**config.mk**
```make
export PLATFORM = sky130hd
export DESIGN_NAME = lezic_mul
export DESIGN_NICKNAME = d
export VERILOG_FILES = /design/src/lezic_pkg.sv /design/src/lezic_mul.sv
export SDC_FILE = /design/constraint.sdc
export NUM_CORES = 2
export LEC_CHECK = 0
export BUFFER_PORTS_ARGS = -buffer_cell sky130_fd_sc_hd__buf_2
export CAP_MARGIN = 40
export CORE_AREA = 2 2 339 308
export CTS_CLUSTER_DIAMETER = 50
export DETAILED_ROUTE_END_ITERATION = 10
export DIE_AREA = 0 0 341 310
export PLACE_DENSITY = 0.46
export SYNTH_ARGS = -nofsm -noshare
export SYNTH_HDL_FRONTEND = slang
export SYNTH_SLANG_ARGS = --single-unit
export TNS_END_PERCENT = 5
```
**constraint.sdc**
```tcl
create_clock -name clk -period 11.4 [get_ports clk]
set_clock_uncertainty 0.15 [all_clocks]
set_input_delay 1.14 -clock clk [delete_from_list [all_inputs] [get_ports clk]]
set_output_delay 1.14 -clock clk [all_outputs]
set_load 0.02 [all_outputs]
```
**src/lezic_pkg.sv**
```systemverilog
// Shared types, constants and a lookup function for the lidar ellipse zone intrusion counter.
package lezic_pkg;

    localparam int MAX_SAMPLES = 2048;
    localparam int COUNT_W = 12;
    localparam int COUNT_HW_MAX = 4095;
    localparam int COUNT_CAP = (MAX_SAMPLES < COUNT_HW_MAX) ? MAX_SAMPLES : COUNT_HW_MAX;

    localparam int ANGLE_W = 16;
    localparam int RANGE_W = 16;
    localparam int RADIUS_W = 12;
    localparam int OFFSET_W = 13;
    localparam int CFG_IDX_W = 3;
    localparam int CFG_DATA_W = 16;

    localparam int CORDIC_ITERS = 14;
    localparam int ITER_W = $clog2(CORDIC_ITERS);
    localparam int CS_W = 18;
    localparam int CORDIC_GAIN_INV = 19898;
    localparam int ATAN_W = 14;

    localparam int MUL_W = 30;
    localparam int PROD_W = 2 * MUL_W;
    localparam int DIST_W = 17;

    typedef enum logic [CFG_IDX_W-1:0] {
        REG_THRESHOLD  = 3'd0,
        REG_ANGLE_STEP = 3'd1,
        REG_RADIUS_X   = 3'd2,
        REG_RADIUS_Y   = 3'd3,
        REG_OFFSET_X   = 3'd4,
        REG_OFFSET_Y   = 3'd5
    } cfg_reg_t;

    typedef enum logic [3:0] {
        ST_IDLE,
        ST_CORDIC,
        ST_MUL_X,
        ST_MUL_Y,
        ST_MUL_DX,
        ST_SQ_DX,
        ST_MUL_DY,
        ST_SQ_DY,
        ST_DECIDE,
        ST_EMIT
    } state_t;

    typedef struct packed {
        logic                   start;
        logic [ANGLE_W-1:0]     angle;
    } cordic_req_t;

    typedef struct packed {
        logic                   done;
        logic signed [CS_W-1:0] cos_val;
        logic signed [CS_W-1:0] sin_val;
    } cordic_res_t;

    function automatic logic [ATAN_W-1:0] atan_lut(input logic [ITER_W-1:0] idx);
        logic [ATAN_W-1:0] v;
        begin
            case (idx)
                4'd0:    v = 14'd8192;
                4'd1:    v = 14'd4836;
                4'd2:    v = 14'd2555;
                4'd3:    v = 14'd1297;
                4'd4:    v = 14'd651;
                4'd5:    v = 14'd326;
                4'd6:    v = 14'd163;
                4'd7:    v = 14'd81;
                4'd8:    v = 14'd41;
                4'd9:    v = 14'd20;
                4'd10:   v = 14'd10;
                4'd11:   v = 14'd5;
                4'd12:   v = 14'd3;
                4'd13:   v = 14'd1;
                default: v = 14'd0;
            endcase
            return v;
        end
    endfunction

endpackage

```
**src/lezic_mul.sv**
```systemverilog
// Shared signed multiplier with a registered product.
module lezic_mul (
    input  logic                               clk,
    input  logic                               en,
    input  logic signed [lezic_pkg::MUL_W-1:0]  a,
    input  logic signed [lezic_pkg::MUL_W-1:0]  b,
    output logic signed [lezic_pkg::PROD_W-1:0] prod
);
    import lezic_pkg::*;

    logic signed [PROD_W-1:0] prod_reg;

    always_ff @(posedge clk)
    begin
        if (en)
        begin
            prod_reg <= a * b;
        end
    end

    assign prod = prod_reg;

endmodule

```
* After elaboration in Yosys (flattened, before gate mapping)
Index checks and enable logic that the tools add are counted.
Word-level totals: register bits 60, latch bits 0, bits in writable memories 0, ROM bits 0, input port bits 62, output and inout bits 60, logic and storage cells 2, memories 0
Cells by class: add/subtract/negate cells 0, $mul 1, divide/modulo/power cells 0, $lt $le $gt $ge 0, equal/unequal tests 0, shifts and indexed selects 0, mux-type cells 0, bitwise logic cells 0, reductions and logical operators 0
Operators by type and width (count):
- 30-bit by 30-bit multiplier with 60-bit output | 1

* Longest topological paths before layout
word-level depth 1, depth in mapped cells 29, mapped depth without buffers 27

* Worst setup path before layout
Ideal clock, no wire load.
path kind input-to-reg, start input b[3] (netlist bit), end register prod_reg[59] (netlist: prod[59]) (data pin), setup time 276 ps, data arrival time 8031 ps, slack 2943 ps, stages on the path 26, buffers on the path 1, cell sequence clkbuf_1 > nand2_1 > inv_1 > fa_1 > inv_1 > fa_1 > inv_1 > fa_1 > fa_1 > inv_1 > fa_1 > inv_1 > fa_1 > inv_1 > fa_1 > fa_1 > inv_1 > ha_1 > a21oi_1 > nor2b_1 > o21ai_0 > nand2b_1 > nor3_1 > o311ai_4 > a2111oi_2 > a311oi_1
On the way: longest elaborated chain between the ends 1
RTL lines:
- from (decl) | RTL line lezic_mul.sv:6 | input logic signed [lezic_pkg::MUL_W-1:0] b,
- 30-bit by 30-bit multiplier with 60-bit output | RTL line lezic_mul.sv:17 | prod_reg <= a * b;
- to (signal assigned) | RTL line lezic_mul.sv:17
- to (decl) | RTL line lezic_mul.sv:11 | logic signed [PROD_W-1:0] prod_reg;
No other way between the ends. A chain may end at the register's enable or synchronous reset.

* Final worst setup path
start input b[6] (netlist bit), end register prod_reg[56] (netlist: prod[56]) (data pin)
The elaborated chain is that of the path after synthesis.

==> impl_metrics.csv <==
group,metric,value,unit
run_status,status,"finished clean",
logic_synthesis,synth_edf_count,60,
sta,whs,1.37,ns
logic_synthesis,synthArstFlopShare,0,%
clocking,cts_tree,"done",
logic_synthesis,synth.distinct_cells,66,
layout,drive_above_1_share,4.85,%
logic_synthesis,ys_ff_latch,60,
layout,area_delta_synth_final,5.84,%
route,drc_errors,0,
placement,gp_congestion,0.820,
sta,finalCritPeriodShare,82.8,%
sta,rsz0062_at_grt,"no",
placement,io_buffers,121,
critical_path,slowest_stage,"fa_1",
die,die_width,341,um
critical_path,slowest_delay,0.99,ns
clocking,cts_buffers,9,
layout,largest_reg_flops,60,
global_route,grt_max_degree,61,
logic_synthesis,syn_area_per_cell,9.46,um^2
route,drtPass1Iterations,5,
hold_path,hold_path.class,"in -> reg",
global_route,grt_antenna_before_repair,7,
logic_synthesis,synth_cells,3647,
job,maxCapViolCount,0,
route,ant_nets,0,
critical_path,path_cells,"buf_2, nand2_1, fa_1, fa_1, fa_1, fa_1, inv_1, fa_1, fa_1, fa_1, inv_1, fa_1, inv_1, ha_1, nand4_1, nor3_1, nand3_1, a21oi_1, nor2_2, o31ai_1, o31ai_1, mux2i_1, o311a_1",
global_route,grt_first_pass_wirelength,159000,um
sta,drv_slew,0,
logic_synthesis,synth_ff_type,"edfxtp_1",
placement,dpl.hpwl,80500,um
die,core_area,102000,um^2
layout,final_util,35.6,%
layout,fillers,10700,
logic_synthesis,yosys_warnings,0,
layout,design_area,36500,um^2
sta,max_freq,106,MHz
critical_path,cp-end-kind,"flip-flop",
clocking,cts-resized-gates,0,
layout,nNetsFinal,4796,
sta,setup_tns,0,ns
placement,place_area,36200,um^2
layout,final_cell_mix,"inv_1 (976), fa_1 (958), nand2_1 (497)",
critical_path,cp_common_cell,"fa_1",
route,wl,97500,um
die,io_pins,122,
die,num_rows,112,
logic_synthesis,synth.yosys.seq_area_share,5.22,%
sta,slew-limit-headroom,42.3,%
critical_path,crit_type,"in -> reg",
clocking,postCtsHoldBufs,0,
global_route,overflow,0,
clocking,cts.sinks,60,
logic_synthesis,synth_area,34500,um^2
clocking,post_cts_buffers,0,
route,dr.first_iter.drc_count,1090,
critical_path,cp.arrival,9.39,ns
sta,period_needed,9.43,ns
clocking,clk_pin_slew,0.06,ns
sta,timing.final.hold_violations,0,
route,vias_per_cell,4.65,
clocking,max-clock-path-buffers,2,
layout,final_common_cell,"inv_1",
critical_path,start_kind,"input pin",
clocking,cts_root_buffer,"clkbuf_16",
clocking,htreeDepth,3,
critical_path,worst-path-max-fanout,30,
die,dieHeight,310,um
sta,setup_viol,0,
sta,worstMarginPinSlew,0.865,ns
route,vias,23200,
die,die_area,106000,um^2
route,wl_per_cell,19.6,um
global_route,grt_usage,19.8,%
logic_synthesis,syn_nets,4841,
global_route,grt_pass1_vias,27000,
die,start_util,33.7,%
critical_path,cp.required,11.35,ns
[worst paths after layout]
| kind | from | endpoint | slack [ns] | cells after the start |
|---|---|---|---|---|
| worst max-delay path | b[6] | prod[56]$_DFFE_PP_ | 1.97 | 23 |
| worst min-delay path | en | prod[8]$_DFFE_PP_ | 1.37 | 2 |
[cell usage after synthesis, types with 26 or more instances]
library cell | n | share of area [%]
a21oi_1 | 59 | 0.86
nor2_1 | 57 | 0.62
fa_1 | 958 | 56
inv_1 | 976 | 11
clkbuf_1 | 186 | 2.0
nand2_1 | 497 | 5.4
xnor2_1 | 38 | 0.96
ha_1 | 174 | 6.3
o21ai_0 | 28 | 0.41
and2_1 | 412 | 7.5
edfxtp_1 | 60 | 5.2
xor2_1 | 26 | 0.66
[cell type report]
type	count	area (um^2)	area share (%)
antenna	2	5.00	0.0137
timing repair buffer	137	738	2.02
tap	1368	1710	4.69
sequential	60	1800	4.93
clock buffer	9	225	0.617
multi-input combinational	2418	28300	77.5
inverter	976	3660	10.0
clock inverter	7	66.3	0.182
[through the flow]
| stage | cells | worst slack (ns) |
|---|---|---|
| floorplan | 3647 | 2.94 |
| global placement | 4958 | 1.61 |
| detailed placement | 4959 | 1.64 |
| CTS | 4975 | 2.01 |
| global route | 4975 | 1.54 |
| finish | 4977 | 1.97 |
[per-layer routing]
| layer | part of all wire [%] | vias up | global-route usage (%) |
|---|---|---|---|
| li1 | - | 10300 | - |
| met1 | 42 | 12400 | 24.8 |
| met2 | 53 | 363 | 36.9 |
| met3 | 2.6 | 90 | 1.75 |
| met4 | 2.5 | 2 | 4.20 |
| met5 | 0.0082 | - | 0 |
[critical path, delay by kind of cell]
family                     cells  cell delay, ns
AOI/OAI and AO/OA              4            1.08
adders and majority gates      9            5.14
buffers and inverters          4            0.70
muxes                          1            0.15
and+or+nand+nor                5            1.12
[logic make-up (layout without fill, tap and decap cells)]
| group | count (synthesis) | after routing | synth area share [%] |
|---|---|---|---|
| AOI/OAI and AO/OA | 186 | 186 | 3.72 |
| xor gates and xnor gates | 64 | 64 | 1.62 |
| adders and majority gates | 1132 | 1132 | 61.9 |
| buffers and inverters | 1169 | 1129 | 12.7 |
| DFF | 60 | 60 | 5.22 |
| muxes | 1 | 1 | 0.0290 |
| other | 0 | 2 | 0 |
| and+or+nand+nor | 1035 | 1035 | 14.8 |
Power is not shown: default switching activity piles up to over one toggle a cycle in this logic, so the estimate is an artifact.
