`src/lezic_pkg.sv`:
```
// Shared types, constants and a lookup function for the lidar ellipse zone intrusion counter.
package lezic_pkg;

    localparam int MAX_SAMPLES = 2048;
    localparam int COUNT_W = 12;
    localparam int COUNT_HW_MAX = 4095;
    localparam int COUNT_CAP = (MAX_SAMPLES < COUNT_HW_MAX) ? MAX_SAMPLES : COUNT_HW_MAX;

    localparam int ANGLE_W = 16;
    localparam int RANGE_W = 16;
    localparam int RADIUS_W = 12;
    localparam int OFFSET_W = 13;
    localparam int CFG_IDX_W = 3;
    localparam int CFG_DATA_W = 16;

    localparam int CORDIC_ITERS = 14;
    localparam int ITER_W = $clog2(CORDIC_ITERS);
    localparam int CS_W = 18;
    localparam int CORDIC_GAIN_INV = 19898;
    localparam int ATAN_W = 14;

    localparam int MUL_W = 30;
    localparam int PROD_W = 2 * MUL_W;
    localparam int DIST_W = 17;

    typedef enum logic [CFG_IDX_W-1:0] {
        REG_THRESHOLD  = 3'd0,
        REG_ANGLE_STEP = 3'd1,
        REG_RADIUS_X   = 3'd2,
        REG_RADIUS_Y   = 3'd3,
        REG_OFFSET_X   = 3'd4,
        REG_OFFSET_Y   = 3'd5
    } cfg_reg_t;

    typedef enum logic [3:0] {
        ST_IDLE,
        ST_CORDIC,
        ST_MUL_X,
        ST_MUL_Y,
        ST_MUL_DX,
        ST_SQ_DX,
        ST_MUL_DY,
        ST_SQ_DY,
        ST_DECIDE,
        ST_EMIT
    } state_t;

    typedef struct packed {
        logic                   start;
        logic [ANGLE_W-1:0]     angle;
    } cordic_req_t;

    typedef struct packed {
        logic                   done;
        logic signed [CS_W-1:0] cos_val;
        logic signed [CS_W-1:0] sin_val;
    } cordic_res_t;

    function automatic logic [ATAN_W-1:0] atan_lut(input logic [ITER_W-1:0] idx);
        logic [ATAN_W-1:0] v;
        begin
            case (idx)
                4'd0:    v = 14'd8192;
                4'd1:    v = 14'd4836;
                4'd2:    v = 14'd2555;
                4'd3:    v = 14'd1297;
                4'd4:    v = 14'd651;
                4'd5:    v = 14'd326;
                4'd6:    v = 14'd163;
                4'd7:    v = 14'd81;
                4'd8:    v = 14'd41;
                4'd9:    v = 14'd20;
                4'd10:   v = 14'd10;
                4'd11:   v = 14'd5;
                4'd12:   v = 14'd3;
                4'd13:   v = 14'd1;
                default: v = 14'd0;
            endcase
            return v;
        end
    endfunction

endpackage

```
`src/lezic_cordic.sv`:
```
// Iterative CORDIC that turns a binary angle into Q15 cosine and sine, one rotation per cycle.
module lezic_cordic (
    input  logic                   clk,
    input  logic                   rst_n,
    input  lezic_pkg::cordic_req_t req,
    output lezic_pkg::cordic_res_t res
);
    import lezic_pkg::*;

    logic signed [CS_W-1:0] x_reg, x_next;
    logic signed [CS_W-1:0] y_reg, y_next;
    logic signed [CS_W-1:0] z_reg, z_next;
    logic signed [CS_W-1:0] cos_reg;
    logic signed [CS_W-1:0] sin_reg;
    logic [ITER_W-1:0]      iter_reg;
    logic                   busy_reg;
    logic                   neg_reg;
    logic                   done_reg;

    logic signed [ANGLE_W:0] ang_ext;
    logic signed [ANGLE_W:0] ang_fold;
    logic                    fold_neg;
    logic signed [CS_W-1:0]  xs;
    logic signed [CS_W-1:0]  ys;
    logic signed [CS_W-1:0]  atan_val;
    logic                    last_iter;

    // Fold the angle into the right half plane; the result of a folded angle is negated afterwards.
    always_comb
    begin
        ang_ext = $signed({req.angle[ANGLE_W-1], req.angle});
        ang_fold = ang_ext;
        fold_neg = 1'b0;
        if (ang_ext > 17'sd16384)
        begin
            ang_fold = ang_ext - 17'sd32768;
            fold_neg = 1'b1;
        end
        else if (ang_ext < -17'sd16384)
        begin
            ang_fold = ang_ext + 17'sd32768;
            fold_neg = 1'b1;
        end
    end

    always_comb
    begin
        xs = x_reg >>> iter_reg;
        ys = y_reg >>> iter_reg;
        atan_val = $signed({{(CS_W-ATAN_W){1'b0}}, atan_lut(iter_reg)});
        if (!z_reg[CS_W-1])
        begin
            x_next = x_reg - ys;
            y_next = y_reg + xs;
            z_next = z_reg - atan_val;
        end
        else
        begin
            x_next = x_reg + ys;
            y_next = y_reg - xs;
            z_next = z_reg + atan_val;
        end
        last_iter = (iter_reg == ITER_W'(CORDIC_ITERS - 1));
    end

    always_ff @(posedge clk or negedge rst_n)
    begin
        if (!rst_n)
        begin
            busy_reg <= 1'b0;
            done_reg <= 1'b0;
            iter_reg <= '0;
            neg_reg  <= 1'b0;
        end
        else
        begin
            done_reg <= 1'b0;
            if (req.start)
            begin
                busy_reg <= 1'b1;
                iter_reg <= '0;
                neg_reg  <= fold_neg;
            end
            else if (busy_reg)
            begin
                iter_reg <= iter_reg + 1'b1;
                if (last_iter)
                begin
                    busy_reg <= 1'b0;
                    done_reg <= 1'b1;
                end
            end
        end
    end

    always_ff @(posedge clk)
    begin
        if (req.start)
        begin
            x_reg <= CS_W'(CORDIC_GAIN_INV);
            y_reg <= '0;
            z_reg <= CS_W'(ang_fold);
        end
        else if (busy_reg)
        begin
            x_reg <= x_next;
            y_reg <= y_next;
            z_reg <= z_next;
            if (last_iter)
            begin
                cos_reg <= neg_reg ? -x_next : x_next;
                sin_reg <= neg_reg ? -y_next : y_next;
            end
        end
    end

    assign res.done    = done_reg;
    assign res.cos_val = cos_reg;
    assign res.sin_val = sin_reg;

endmodule

```
`config.mk`:
```
export PLATFORM = sky130hd
export DESIGN_NAME = lezic_cordic
export DESIGN_NICKNAME = d
export VERILOG_FILES = /design/src/lezic_pkg.sv /design/src/lezic_cordic.sv
export SDC_FILE = /design/constraint.sdc
export NUM_CORES = 1
export LEC_CHECK = 0
export BUFFER_PORTS_ARGS = -buffer_cell sky130_fd_sc_hd__clkbuf_2
export CELL_PAD_IN_SITES_DETAIL_PLACEMENT = 0
export CELL_PAD_IN_SITES_GLOBAL_PLACEMENT = 1
export CORE_MARGIN = 3
export CORE_UTILIZATION = 52
export DETAILED_ROUTE_END_ITERATION = 16
export PLACE_DENSITY = 0.92
export SLEW_MARGIN = 5
export SYNTH_ARGS = -nofsm -noshare
export SYNTH_HDL_FRONTEND = slang
export SYNTH_SLANG_ARGS = --single-unit
```
`constraint.sdc`:
```
create_clock -name clk -period 10.5 [get_ports clk]
set_clock_uncertainty 0.05 [all_clocks]
set_input_delay 1.575 -clock clk [delete_from_list [all_inputs] [get_ports clk]]
set_output_delay 1.575 -clock clk [all_outputs]
set_load 0.05 [all_outputs]
```
After elaboration in Yosys (flattened, before gate mapping)

Memory sizes are Yosys's and may differ from the RTL's.
Index checks and enable logic that the tools add are counted.

Flip-flop bits (word level): 97
Bits in read-only memories: 224
Input port bits: 19
Memories kept: 1

Memory list:

| memory          | depth | width | read ports | clocked after memory_dff | wr ports | line            | RTL |
|---|---|---|---|---|---|---|---|
| (no name shown) | 16    | 14    | 1          | 0                        | 0        | lezic_pkg.sv:62 | `case (idx)` |

Add/subtract/negate cells: 11
$lt $le $gt $ge: 2
Eq/ne operators: 1
Shifts and indexed selects: 2
Muxes and demuxes: 19
Bitwise operators: 1
Reduce and logical (&&, ||, !) cells: 2

Operator list:

| operator                                              | number |
|---|---|
| two-way mux 18 bit                                    | 7 |
| adder 18 bit                                          | 2 |
| negator 18 bit                                        | 2 |
| >>> shifter 18 x 4 -> 18 bit                          | 2 |
| subtractor 18 bit                                     | 2 |
| two-way mux 17 bit                                    | 2 |
| adder 18 x 15 -> 18 bit                               | 1 |
| subtractor 18 x 15 -> 18 bit                          | 1 |
| adder 16 x 17 -> 17 bit (second input constant)       | 1 |
| subtractor 16 x 17 -> 17 bit (second input constant)  | 1 |
| > comparator 16 bit (second input constant)           | 1 |
| < comparator 16 x 15 -> 1 bit (second input constant) | 1 |
| two-way mux 1 bit                                     | 8 |
| two-way mux 4 bit                                     | 2 |
| adder 4 x 1 -> 4 bit (second input constant)          | 1 |
| equality test 4 bit (second input constant)           | 1 |
| AND reduction 3 bit                                   | 1 |
| nonzero test 2 bit                                    | 1 |
| inverter 1 bit                                        | 1 |

Logic depth before layout (Yosys ltp)

Gate-level depths: netlist of run 1.

Depth after elaboration: 5
Gate-level depth with buffers: 24
Gate-level depth less buffers: 20

Least setup slack after synthesis of run 1

Ideal clock, no wire load.

Path kind: input to register
Start point: input req[16] (netlist bit)
End point: register cos_reg[0] (enable)
Library setup time: 474 ps
Arrival: 4664 ps
Data required time: 9976 ps
Slack: 5312 ps
Stages on the path: 4
Buffers on the path: 3
Cells stage by stage: clkbuf_1 clkbuf_1 buf_1 nor3_1

Longest elaborated chain between the ends: 2

RTL lines:

| what                                 | line                | RTL |
|---|---|---|
| start: declaration                   | lezic_cordic.sv:5   | `input lezic_pkg::cordic_req_t req,` |
| inverter 1 bit (no source line)      | -                   |  |
| AND reduction 3 bit (no source line) | -                   |  |
| end signal: assignment               | lezic_cordic.sv:111 | `cos_reg <= neg_reg ? -x_next : x_next;` |
| end: declaration                     | lezic_cordic.sv:13  | `logic signed [CS_W-1:0] cos_reg;` |

Every way passes these cells.
A chain may end at the register's enable or synchronous reset.

Worst setup path after layout of run 1

Start point: register iter_reg[0]
End point: register sin_reg[17] (data pin)

Longest elaborated chain between the ends: 5
Elaborated cells on any way between the ends: 6
Those cells by class: add/sub (3); shift (1); mux (2)

RTL lines:

| what                                              | line                                   | RTL |
|---|---|---|
| start: declaration                                | lezic_cordic.sv:15                     | `logic [ITER_W-1:0] iter_reg;` |
| start signal: assignment                          | lezic_cordic.sv:86                     | `iter_reg <= iter_reg + 1'b1;` |
| >>> shifter 18 x 4 -> 18 bit (*)                  | lezic_cordic.sv:48                     | `xs = x_reg >>> iter_reg;` |
| adder 18 bit or subtractor 18 bit (tied branches) | lezic_cordic.sv:54, lezic_cordic.sv:60 |  |
| two-way mux 18 bit (*)                            | lezic_cordic.sv:51                     | `if (!z_reg[CS_W-1])` |
| negator 18 bit                                    | lezic_cordic.sv:112                    | `sin_reg <= neg_reg ? -y_next : y_next;` |
| two-way mux 18 bit (*)                            | lezic_cordic.sv:112                    |  |
| end signal: assignment                            | lezic_cordic.sv:112                    |  |
| end: declaration                                  | lezic_cordic.sv:14                     | `logic signed [CS_W-1:0] sin_reg;` |

Every way passes the cells marked *; elsewhere a longest branch is shown, timed or not.

==> impl_table.tex, run 1 <==
\begin{tabular}{lr}
\hline
Metric & Value \\
\hline
\multicolumn{2}{l}{\textbf{Synthesis}} \\
\quad Fraction of the yosys area taken by sequential cells & 26.2\% \\
\quad Count of synthesis-stage warnings from yosys & 0 \\
\quad Number of distinct library cells after synthesis & 87 \\
\quad Number of synthesized register bits & 97 \\
\quad EDFF count, synth & 54 \\
\quad Ys async rst share & 7.22\% \\
\quad Synthesized netlist cell count & 1075 \\
\quad Summed instance area of the synthesized netlist & 9610 um\^{}2 \\
\quad Net count of the mapped netlist & 1159 \\
\quad Dominant register cell in the synthesized netlist & sky130\_fd\_sc\_hd\_\_edfxtp\_1 \\
\quad Post-Syn Area per Cell & 8.94 um\^{}2 \\
\multicolumn{2}{l}{\textbf{Drt}} \\
\quad Number of routed nets with antenna violations & 0 \\
\quad Detailed-router iteration count before antenna repair & 5 \\
\quad Post-detailed-route DRC marker count & 0 \\
\quad Wirelength per Cell & 18.3 um \\
\quad Routed vias & 8081 \\
\quad Via-per-instance ratio & 6.10 \\
\quad Count of routing violations after the opening detailed-route iteration & 519 \\
\quad Total routed wirelength & 24.2 mm \\
\multicolumn{2}{l}{\textbf{Clock tree}} \\
\quad Hold buffer count at cts & 0 \\
\quad CTS tree & yes \\
\quad Worst-Skew Late Latency & 0.36 ns \\
\quad Number of gates resized after CTS & 0 \\
\quad Number of buffers added for setup after CTS & 0 \\
\quad Clk root buf & sky130\_fd\_sc\_hd\_\_clkbuf\_16 \\
\quad Clock Pin Slew Worst Setup and Hold Paths & 0.08 ns \\
\quad Number of buffers created by CTS & 9 \\
\quad H-tree levels & 3 \\
\quad CTS max path bufs & 2 \\
\quad Clock tree sinks & 97 \\
\multicolumn{2}{l}{\textbf{STA}} \\
\quad Final setup viols & 0 \\
\quad Final period util & 58.7\% \\
\quad Final hold violation count & 0 \\
\quad Max\_slew headroom & 36.5\% \\
\quad Worst-margin pin slew & 0.953 ns \\
\quad Timing-limited maximum frequency & 162 MHz \\
\quad Total negative setup slack & 0 ns \\
\quad Setup repair after global routing missed its margin & false \\
\quad Time the final worst path needs with I/O delays and setup & 6.17 ns \\
\quad Count of final max-slew check failures & 0 \\
\multicolumn{2}{l}{\textbf{Placed design}} \\
\quad Final weighted congestion in routability-driven placement & 0.915 \\
\quad Final HPWL from detailed placement & 18.0 mm \\
\quad Total of buffers placed on input and output ports & 55 \\
\multicolumn{2}{l}{\textbf{Floorplan}} \\
\quad Die area & 20200 um\^{}2 \\
\quad Std cell rows & 49 \\
\quad I/O pin count & 56 \\
\quad Initial cell density of the core & 53.2\% \\
\quad Core area & 18100 um\^{}2 \\
\quad Overall die width & 142 um \\
\quad Vertical die dimension & 142 um \\
\multicolumn{2}{l}{\textbf{Global route}} \\
\quad Global-route wire length before repair & 39.2 mm \\
\quad Initial antenna violation count & 0 \\
\quad Total global-route track usage & 23.9\% \\
\quad Vias in the first global route & 7536 \\
\quad Pin count of the biggest net entering global routing & 61 \\
\quad Global route overflow & 0 \\
\multicolumn{2}{l}{\textbf{Setup path}} \\
\quad Crit-path slowest cell & sky130\_fd\_sc\_hd\_\_dfrtp\_2 \\
\quad Crit path max fanout & 44 \\
\quad Reg2reg setup slack & 4.33 ns \\
\quad Data required time of the critical path & 10.56 ns \\
\quad Capturing element type of the critical path & flop \\
\quad Critical path startpoint category & flop \\
\quad Critical path class & reg -> reg \\
\quad Cell repeated most along the worst path & sky130\_fd\_sc\_hd\_\_xor2\_1 \\
\quad Largest incremental delay on the critical path & 1.00 ns \\
\quad Arrival time at the worst endpoint & 6.22 ns \\
\quad Critical path cell sequence & inv\_1 > and2\_1 > a21oi\_1 > nand2\_1 > o21ai\_0 > ha\_1 > and2\_1 > nor3b\_1 > nor2b\_1 > a21oi\_1 > xor2\_1 > ha\_1 > nand4\_1 > o21ai\_0 > xor2\_1 > or3\_1 > or3\_1 > o41ai\_2 > xor2\_1 \\
\multicolumn{2}{l}{\textbf{Layout}} \\
\quad Highest-count cells in the layout ignoring fill and taps & 107 x sky130\_fd\_sc\_hd\_\_nor2\_1, 84 x sky130\_fd\_sc\_hd\_\_nand2\_1, 81 x sky130\_fd\_sc\_hd\_\_xnor2\_1, 66 x sky130\_fd\_sc\_hd\_\_o21ai\_0, 62 x sky130\_fd\_sc\_hd\_\_ha\_1 \\
\quad Number of nets in the layout & 1175 \\
\quad Fillcell total & 1637 \\
\quad Total area of multi-input combinational cells & 6670 um\^{}2 \\
\quad Sequential cell area & 2520 um\^{}2 \\
\quad Most frequent standard cell in the layout excluding fill and tap cells & sky130\_fd\_sc\_hd\_\_nor2\_1 \\
\quad Diode count & 0 \\
\quad Signed area change from the synthesized netlist to the final layout & 6.64\% \\
\quad Fraction of final layout cells sized beyond drive strength 1 & 14.6\% \\
\multicolumn{2}{l}{\textbf{Run status}} \\
\quad Result of the run & finished, final reports clean \\
\multicolumn{2}{l}{\textbf{Min path}} \\
\quad Worst min path class & reg -> reg \\
\multicolumn{2}{l}{\textbf{Run}} \\
\quad Number of max-cap violations & 0 \\
\hline
\end{tabular}
## synth_stat cells, drive strengths merged (6+ instances only)
library cell  number  share of area [%]
a211o              6               0.55
a211oi            11               0.86
a21o              24                1.9
a21oi             61                3.2
a31oi             18                1.2
and2              11               0.72
and3              12               0.78
buf               30                2.0
clkbuf            29                1.1
dfrtp              7                1.8
dfxtp             36                7.5
edfxtp            54                 17
ha                62                8.1
inv               35                1.4
mux2              23                2.7
mux2i             47                4.9
mux4              26                6.1
nand2             84                3.3
nand2b            10               0.65
nand3             16               0.83
nand4              8               0.52
nor2             107                4.2
nor2b             14               0.99
nor3              21                1.1
o211ai             6               0.47
o21a              10               0.78
o21ai             70                3.6
o21bai            11               0.86
o22ai              6               0.46
o31ai             11               0.86
or2                7               0.46
or3                6               0.44
xnor2             81                7.4
xor2              40                3.6
## final timing paths
check / end / from / cells past startpoint
worst max-delay path: sin_reg[17]$_DFFE_PP_ / iter_reg[0]$_DFFE_PN0P_ / 19
worst min-delay path: y_reg[0]$_SDFFE_PP0P_ / y_reg[0]$_SDFFE_PP0P_ / 2
worst max register to register: sin_reg[17]$_DFFE_PP_ / iter_reg[0]$_DFFE_PN0P_ / 19
worst min register to register: y_reg[0]$_SDFFE_PP0P_ / y_reg[0]$_SDFFE_PP0P_ / 2
max in group asynchronous: iter_reg[0]$_DFFE_PN0P_ / rst_n / 1
min in group asynchronous: done_reg$_DFF_PN0_ / rst_n / 1
## stage by stage
step	worst slack, ns	cell area, um^2	instances	utilization (%)	hold WS, ns
after floorplan	5.31	9610	1075	-	0.416
after global placement	4.54	9960	1309	55.0	0.443
after detailed placement	4.38	9960	1309	55.0	0.467
after CTS	4.35	10300	1325	56.7	0.478
after global routing	3.78	10300	1325	56.7	0.520
final	4.33	10300	1325	56.7	0.485
## critical path, delay by kind of cell, from the launching register on
family	cells	cell delay [ns]
AND/OR/NAND/NOR	8	1.98
adder cells (fa/ha/maj)	2	0.59
buffers and inverters	1	0.54
flip-flops	1	1.00
AO/OA/AOI/OAI	5	1.29
XOR/XNOR	3	0.47
## routing by layer
layer	share of wire, %	global-route usage (%)	vias to the layer above
met5	0	0	-
met3	5.0	2.25	31
met2	47	40.3	221
met4	2.0	6.92	0
li1	-	-	4005
met1	46	32.8	3824
## kinds of logic after synthesis
kind of cell | count (synthesis) | share of synthesized area, %
xor gates and xnor gates | 122 | 11.3
muxes | 96 | 13.7
DFF | 97 | 26.2
adders and majority gates | 65 | 8.69
AOI/OAI and AO/OA | 280 | 19.5
and+or+nand+nor | 321 | 16.3
buffers and inverters | 94 | 4.45
## cell type report
type                            instances  area share, %
Clock buffer                           10           2.33
Clock inverter                          6          0.561
Inverter                               35           1.28
Multi-Input combinational cell        884           65.1
Sequential cell                        97           24.6
Tap cell                              229           2.79
Timing Repair Buffer                   64           3.34
Power of run 1 is left out: the tool's default activity adds up to more than one toggle a clock period on the data nets, which glitch-free logic cannot reach.
==> inputs of run 2 (changes only) <==
--- a/config.mk
+++ b/config.mk
@@ -9,9 +9,9 @@
 export CELL_PAD_IN_SITES_DETAIL_PLACEMENT = 0
 export CELL_PAD_IN_SITES_GLOBAL_PLACEMENT = 1
 export CORE_MARGIN = 3
-export CORE_UTILIZATION = 52
+export CORE_UTILIZATION = 44
 export DETAILED_ROUTE_END_ITERATION = 16
-export PLACE_DENSITY = 0.92
+export PLACE_DENSITY = 0.83
 export SLEW_MARGIN = 5
 export SYNTH_ARGS = -nofsm -noshare
 export SYNTH_HDL_FRONTEND = slang
==> constraint.sdc (replaced) <==
create_clock -name clk -period 5.6 [get_ports clk]
set_clock_uncertainty 0.05 [all_clocks]
set_input_delay 0.84 -clock clk [delete_from_list [all_inputs] [get_ports clk]]
set_output_delay 0.84 -clock clk [all_outputs]
set_load 0.05 [all_outputs]
==> run 2 against run 1 <==
Wire length rose by 9.3%. Non-clock buffer count up 46. Core utilization is 6.3 points lower. First-iteration DRC count grew 3.7%. Cell count up 6.9%. Worst hold slack worse by 0.17 ns. Via count rose by 4.2%. Sequential share of layout area is 0.99 points lower. Global-route usage shrank 1.7 points. Setup slack worse by 4.0 ns.
==> impl_table.tex, run 2 (synthesized netlist as in run 1, its figures left out) <==
\begin{tabular}{lr}
\hline
Metric & Value \\
\hline
\multicolumn{2}{l}{\textbf{Floorplan}} \\
\quad Vertical die dimension & 154 um \\
\quad Die area & 23700 um\^{}2 \\
\quad I/O pin count & 56 \\
\quad Core area & 21200 um\^{}2 \\
\quad Overall die width & 154 um \\
\quad Std cell rows & 53 \\
\quad Initial cell density of the core & 45.3\% \\
\multicolumn{2}{l}{\textbf{Layout}} \\
\quad Highest-count cells in the layout ignoring fill and taps & 107 x sky130\_fd\_sc\_hd\_\_nor2\_1, 84 x sky130\_fd\_sc\_hd\_\_nand2\_1, 81 x sky130\_fd\_sc\_hd\_\_xnor2\_1, 64 x sky130\_fd\_sc\_hd\_\_o21ai\_0, 62 x sky130\_fd\_sc\_hd\_\_ha\_1 \\
\quad Signed area change from the synthesized netlist to the final layout & 11.2\% \\
\quad Fraction of final layout cells sized beyond drive strength 1 & 18.7\% \\
\quad Total area of multi-input combinational cells & 6710 um\^{}2 \\
\quad Diode count & 0 \\
\quad Sequential cell area & 2520 um\^{}2 \\
\quad Fillcell total & 2041 \\
\quad Most frequent standard cell in the layout excluding fill and tap cells & sky130\_fd\_sc\_hd\_\_nor2\_1 \\
\quad Number of nets in the layout & 1221 \\
\multicolumn{2}{l}{\textbf{Setup path}} \\
\quad Origin of the critical flop-to-flop path & iter\_reg[0]\$\_DFFE\_PN0P\_ \\
\quad Crit path max fanout & 15 \\
\quad Arrival time at the worst endpoint & 5.38 ns \\
\quad Critical path class & reg -> reg \\
\quad Beginning of the critical path & iter\_reg[0]\$\_DFFE\_PN0P\_ \\
\quad Critical path startpoint category & flop \\
\quad Capturing element type of the critical path & flop \\
\quad Data required time of the critical path & 5.66 ns \\
\multicolumn{2}{l}{\textbf{Placed design}} \\
\quad Final HPWL from detailed placement & 19.9 mm \\
\quad Total of buffers placed on input and output ports & 55 \\
\quad Pre-CTS worst setup slack & 0.112 ns \\
\quad Final weighted congestion in routability-driven placement & 0.916 \\
\multicolumn{2}{l}{\textbf{Global route}} \\
\quad Initial antenna violation count & 0 \\
\quad Total global-route track usage & 22.1\% \\
\quad Global route overflow & 0 \\
\quad Global-route wire length before repair & 42.6 mm \\
\quad Vias in the first global route & 7977 \\
\quad Pin count of the biggest net entering global routing & 50 \\
\multicolumn{2}{l}{\textbf{STA}} \\
\quad Worst-margin pin slew & 1.05 ns \\
\quad Setup ws final & 0.285 ns \\
\quad Total negative setup slack & 0 ns \\
\quad Time the final worst path needs with I/O delays and setup & 5.31 ns \\
\quad Final hold violation count & 0 \\
\quad Final period util & 94.9\% \\
\quad Timing-limited maximum frequency & 188 MHz \\
\quad Max\_slew headroom & 29.7\% \\
\quad Final setup viols & 0 \\
\quad Count of final max-slew check failures & 0 \\
\multicolumn{2}{l}{\textbf{Min path}} \\
\quad Worst min path class & in -> async \\
\multicolumn{2}{l}{\textbf{Clock tree}} \\
\quad H-tree levels & 3 \\
\quad CTS tree & yes \\
\quad Clock Pin Slew Worst Setup and Hold Paths & 0.08 ns \\
\quad Hold buffer count at cts & 0 \\
\quad Clock tree sinks & 97 \\
\quad CTS max path bufs & 2 \\
\quad Number of buffers created by CTS & 9 \\
\quad Worst-Skew Late Latency & 0.36 ns \\
\quad Clk root buf & sky130\_fd\_sc\_hd\_\_clkbuf\_16 \\
\multicolumn{2}{l}{\textbf{Drt}} \\
\quad Total routed wirelength & 26.4 mm \\
\quad Number of routed nets with antenna violations & 0 \\
\quad Wirelength per Cell & 18.7 um \\
\quad Post-detailed-route DRC marker count & 0 \\
\quad Routed vias & 8422 \\
\quad Via-per-instance ratio & 5.94 \\
\quad Detailed-router iteration count before antenna repair & 5 \\
\quad Count of routing violations after the opening detailed-route iteration & 538 \\
\multicolumn{2}{l}{\textbf{Run status}} \\
\quad Result of the run & finished, final reports clean \\
\multicolumn{2}{l}{\textbf{Run}} \\
\quad Number of max-cap violations & 0 \\
\hline
\end{tabular}
run 2: routing by layer:
layer	wire length [um]	share of wire, %	track usage (%)	up-vias
li1	-	-	-	4089
met1	12200	46	30.4	4036
met2	12100	46	35.9	252
met3	1320	5.0	2.76	45
met4	764	2.9	8.20	0
met5	0	0	0	-
run 2: final timing paths:
kind | endpoint | slack (ns) | cells after the start
worst min register to register | y_reg[0]$_SDFFE_PP0P_ | 0.48 | 2
worst min-delay path | done_reg$_DFF_PN0_ | 0.31 | 1
worst max-delay path | cos_reg[17]$_DFFE_PP_ | 0.29 | 19
min in group clk | y_reg[0]$_SDFFE_PP0P_ | 0.48 | 2
worst max register to register | cos_reg[17]$_DFFE_PP_ | 0.29 | 19
max in group asynchronous | iter_reg[0]$_DFFE_PN0P_ | 4.91 | 1
run 2: final cells by class:
type	count	area share [%]
Clock buffer	9	2.11
Clock inverter	7	0.503
Inverter	35	1.23
Multi-Input combinational cell	884	62.7
Sequential cell	97	23.6
Tap cell	275	3.22
Timing Repair Buffer	110	6.62
run 2: timing repair:
action | CTS | global route
setup endpoints to repair | 0 | 11
buffers inserted | 0 | 1
gates resized for setup | 0 | 14
run 2: worst max-delay path, cell delays in order, from the launching register on:
cell	delay (ns)
sky130_fd_sc_hd__dfrtp_4	0.56
sky130_fd_sc_hd__buf_4	0.19
sky130_fd_sc_hd__mux4_2	0.55
sky130_fd_sc_hd__mux2_2	0.28
sky130_fd_sc_hd__o21ai_0	0.31
sky130_fd_sc_hd__nand2_1	0.14
sky130_fd_sc_hd__nor3b_2	0.30
sky130_fd_sc_hd__o21ai_1	0.16
sky130_fd_sc_hd__nor2_1	0.12
sky130_fd_sc_hd__nor2_1	0.06
sky130_fd_sc_hd__xor2_1	0.16
sky130_fd_sc_hd__ha_1	0.42
sky130_fd_sc_hd__a21oi_1	0.16
sky130_fd_sc_hd__inv_1	0.06
sky130_fd_sc_hd__a21o_1	0.17
sky130_fd_sc_hd__a31oi_1	0.18
sky130_fd_sc_hd__xnor2_1	0.16
sky130_fd_sc_hd__or4_4	0.56
sky130_fd_sc_hd__o41ai_2	0.36
sky130_fd_sc_hd__xnor2_1	0.10
run 2: stage by stage:
step	instance area, um^2	hold WS, ns	instances	utilization, %
after global routing	10700	0.304	1417	50.4
final	10700	0.311	1417	50.4
after global placement	10400	0.459	1400	48.8
after CTS	10600	0.300	1416	50.2
after detailed placement	10400	0.466	1400	48.8
after floorplan	9610	0.416	1075	-
Power of run 2 is left out for the same reason.
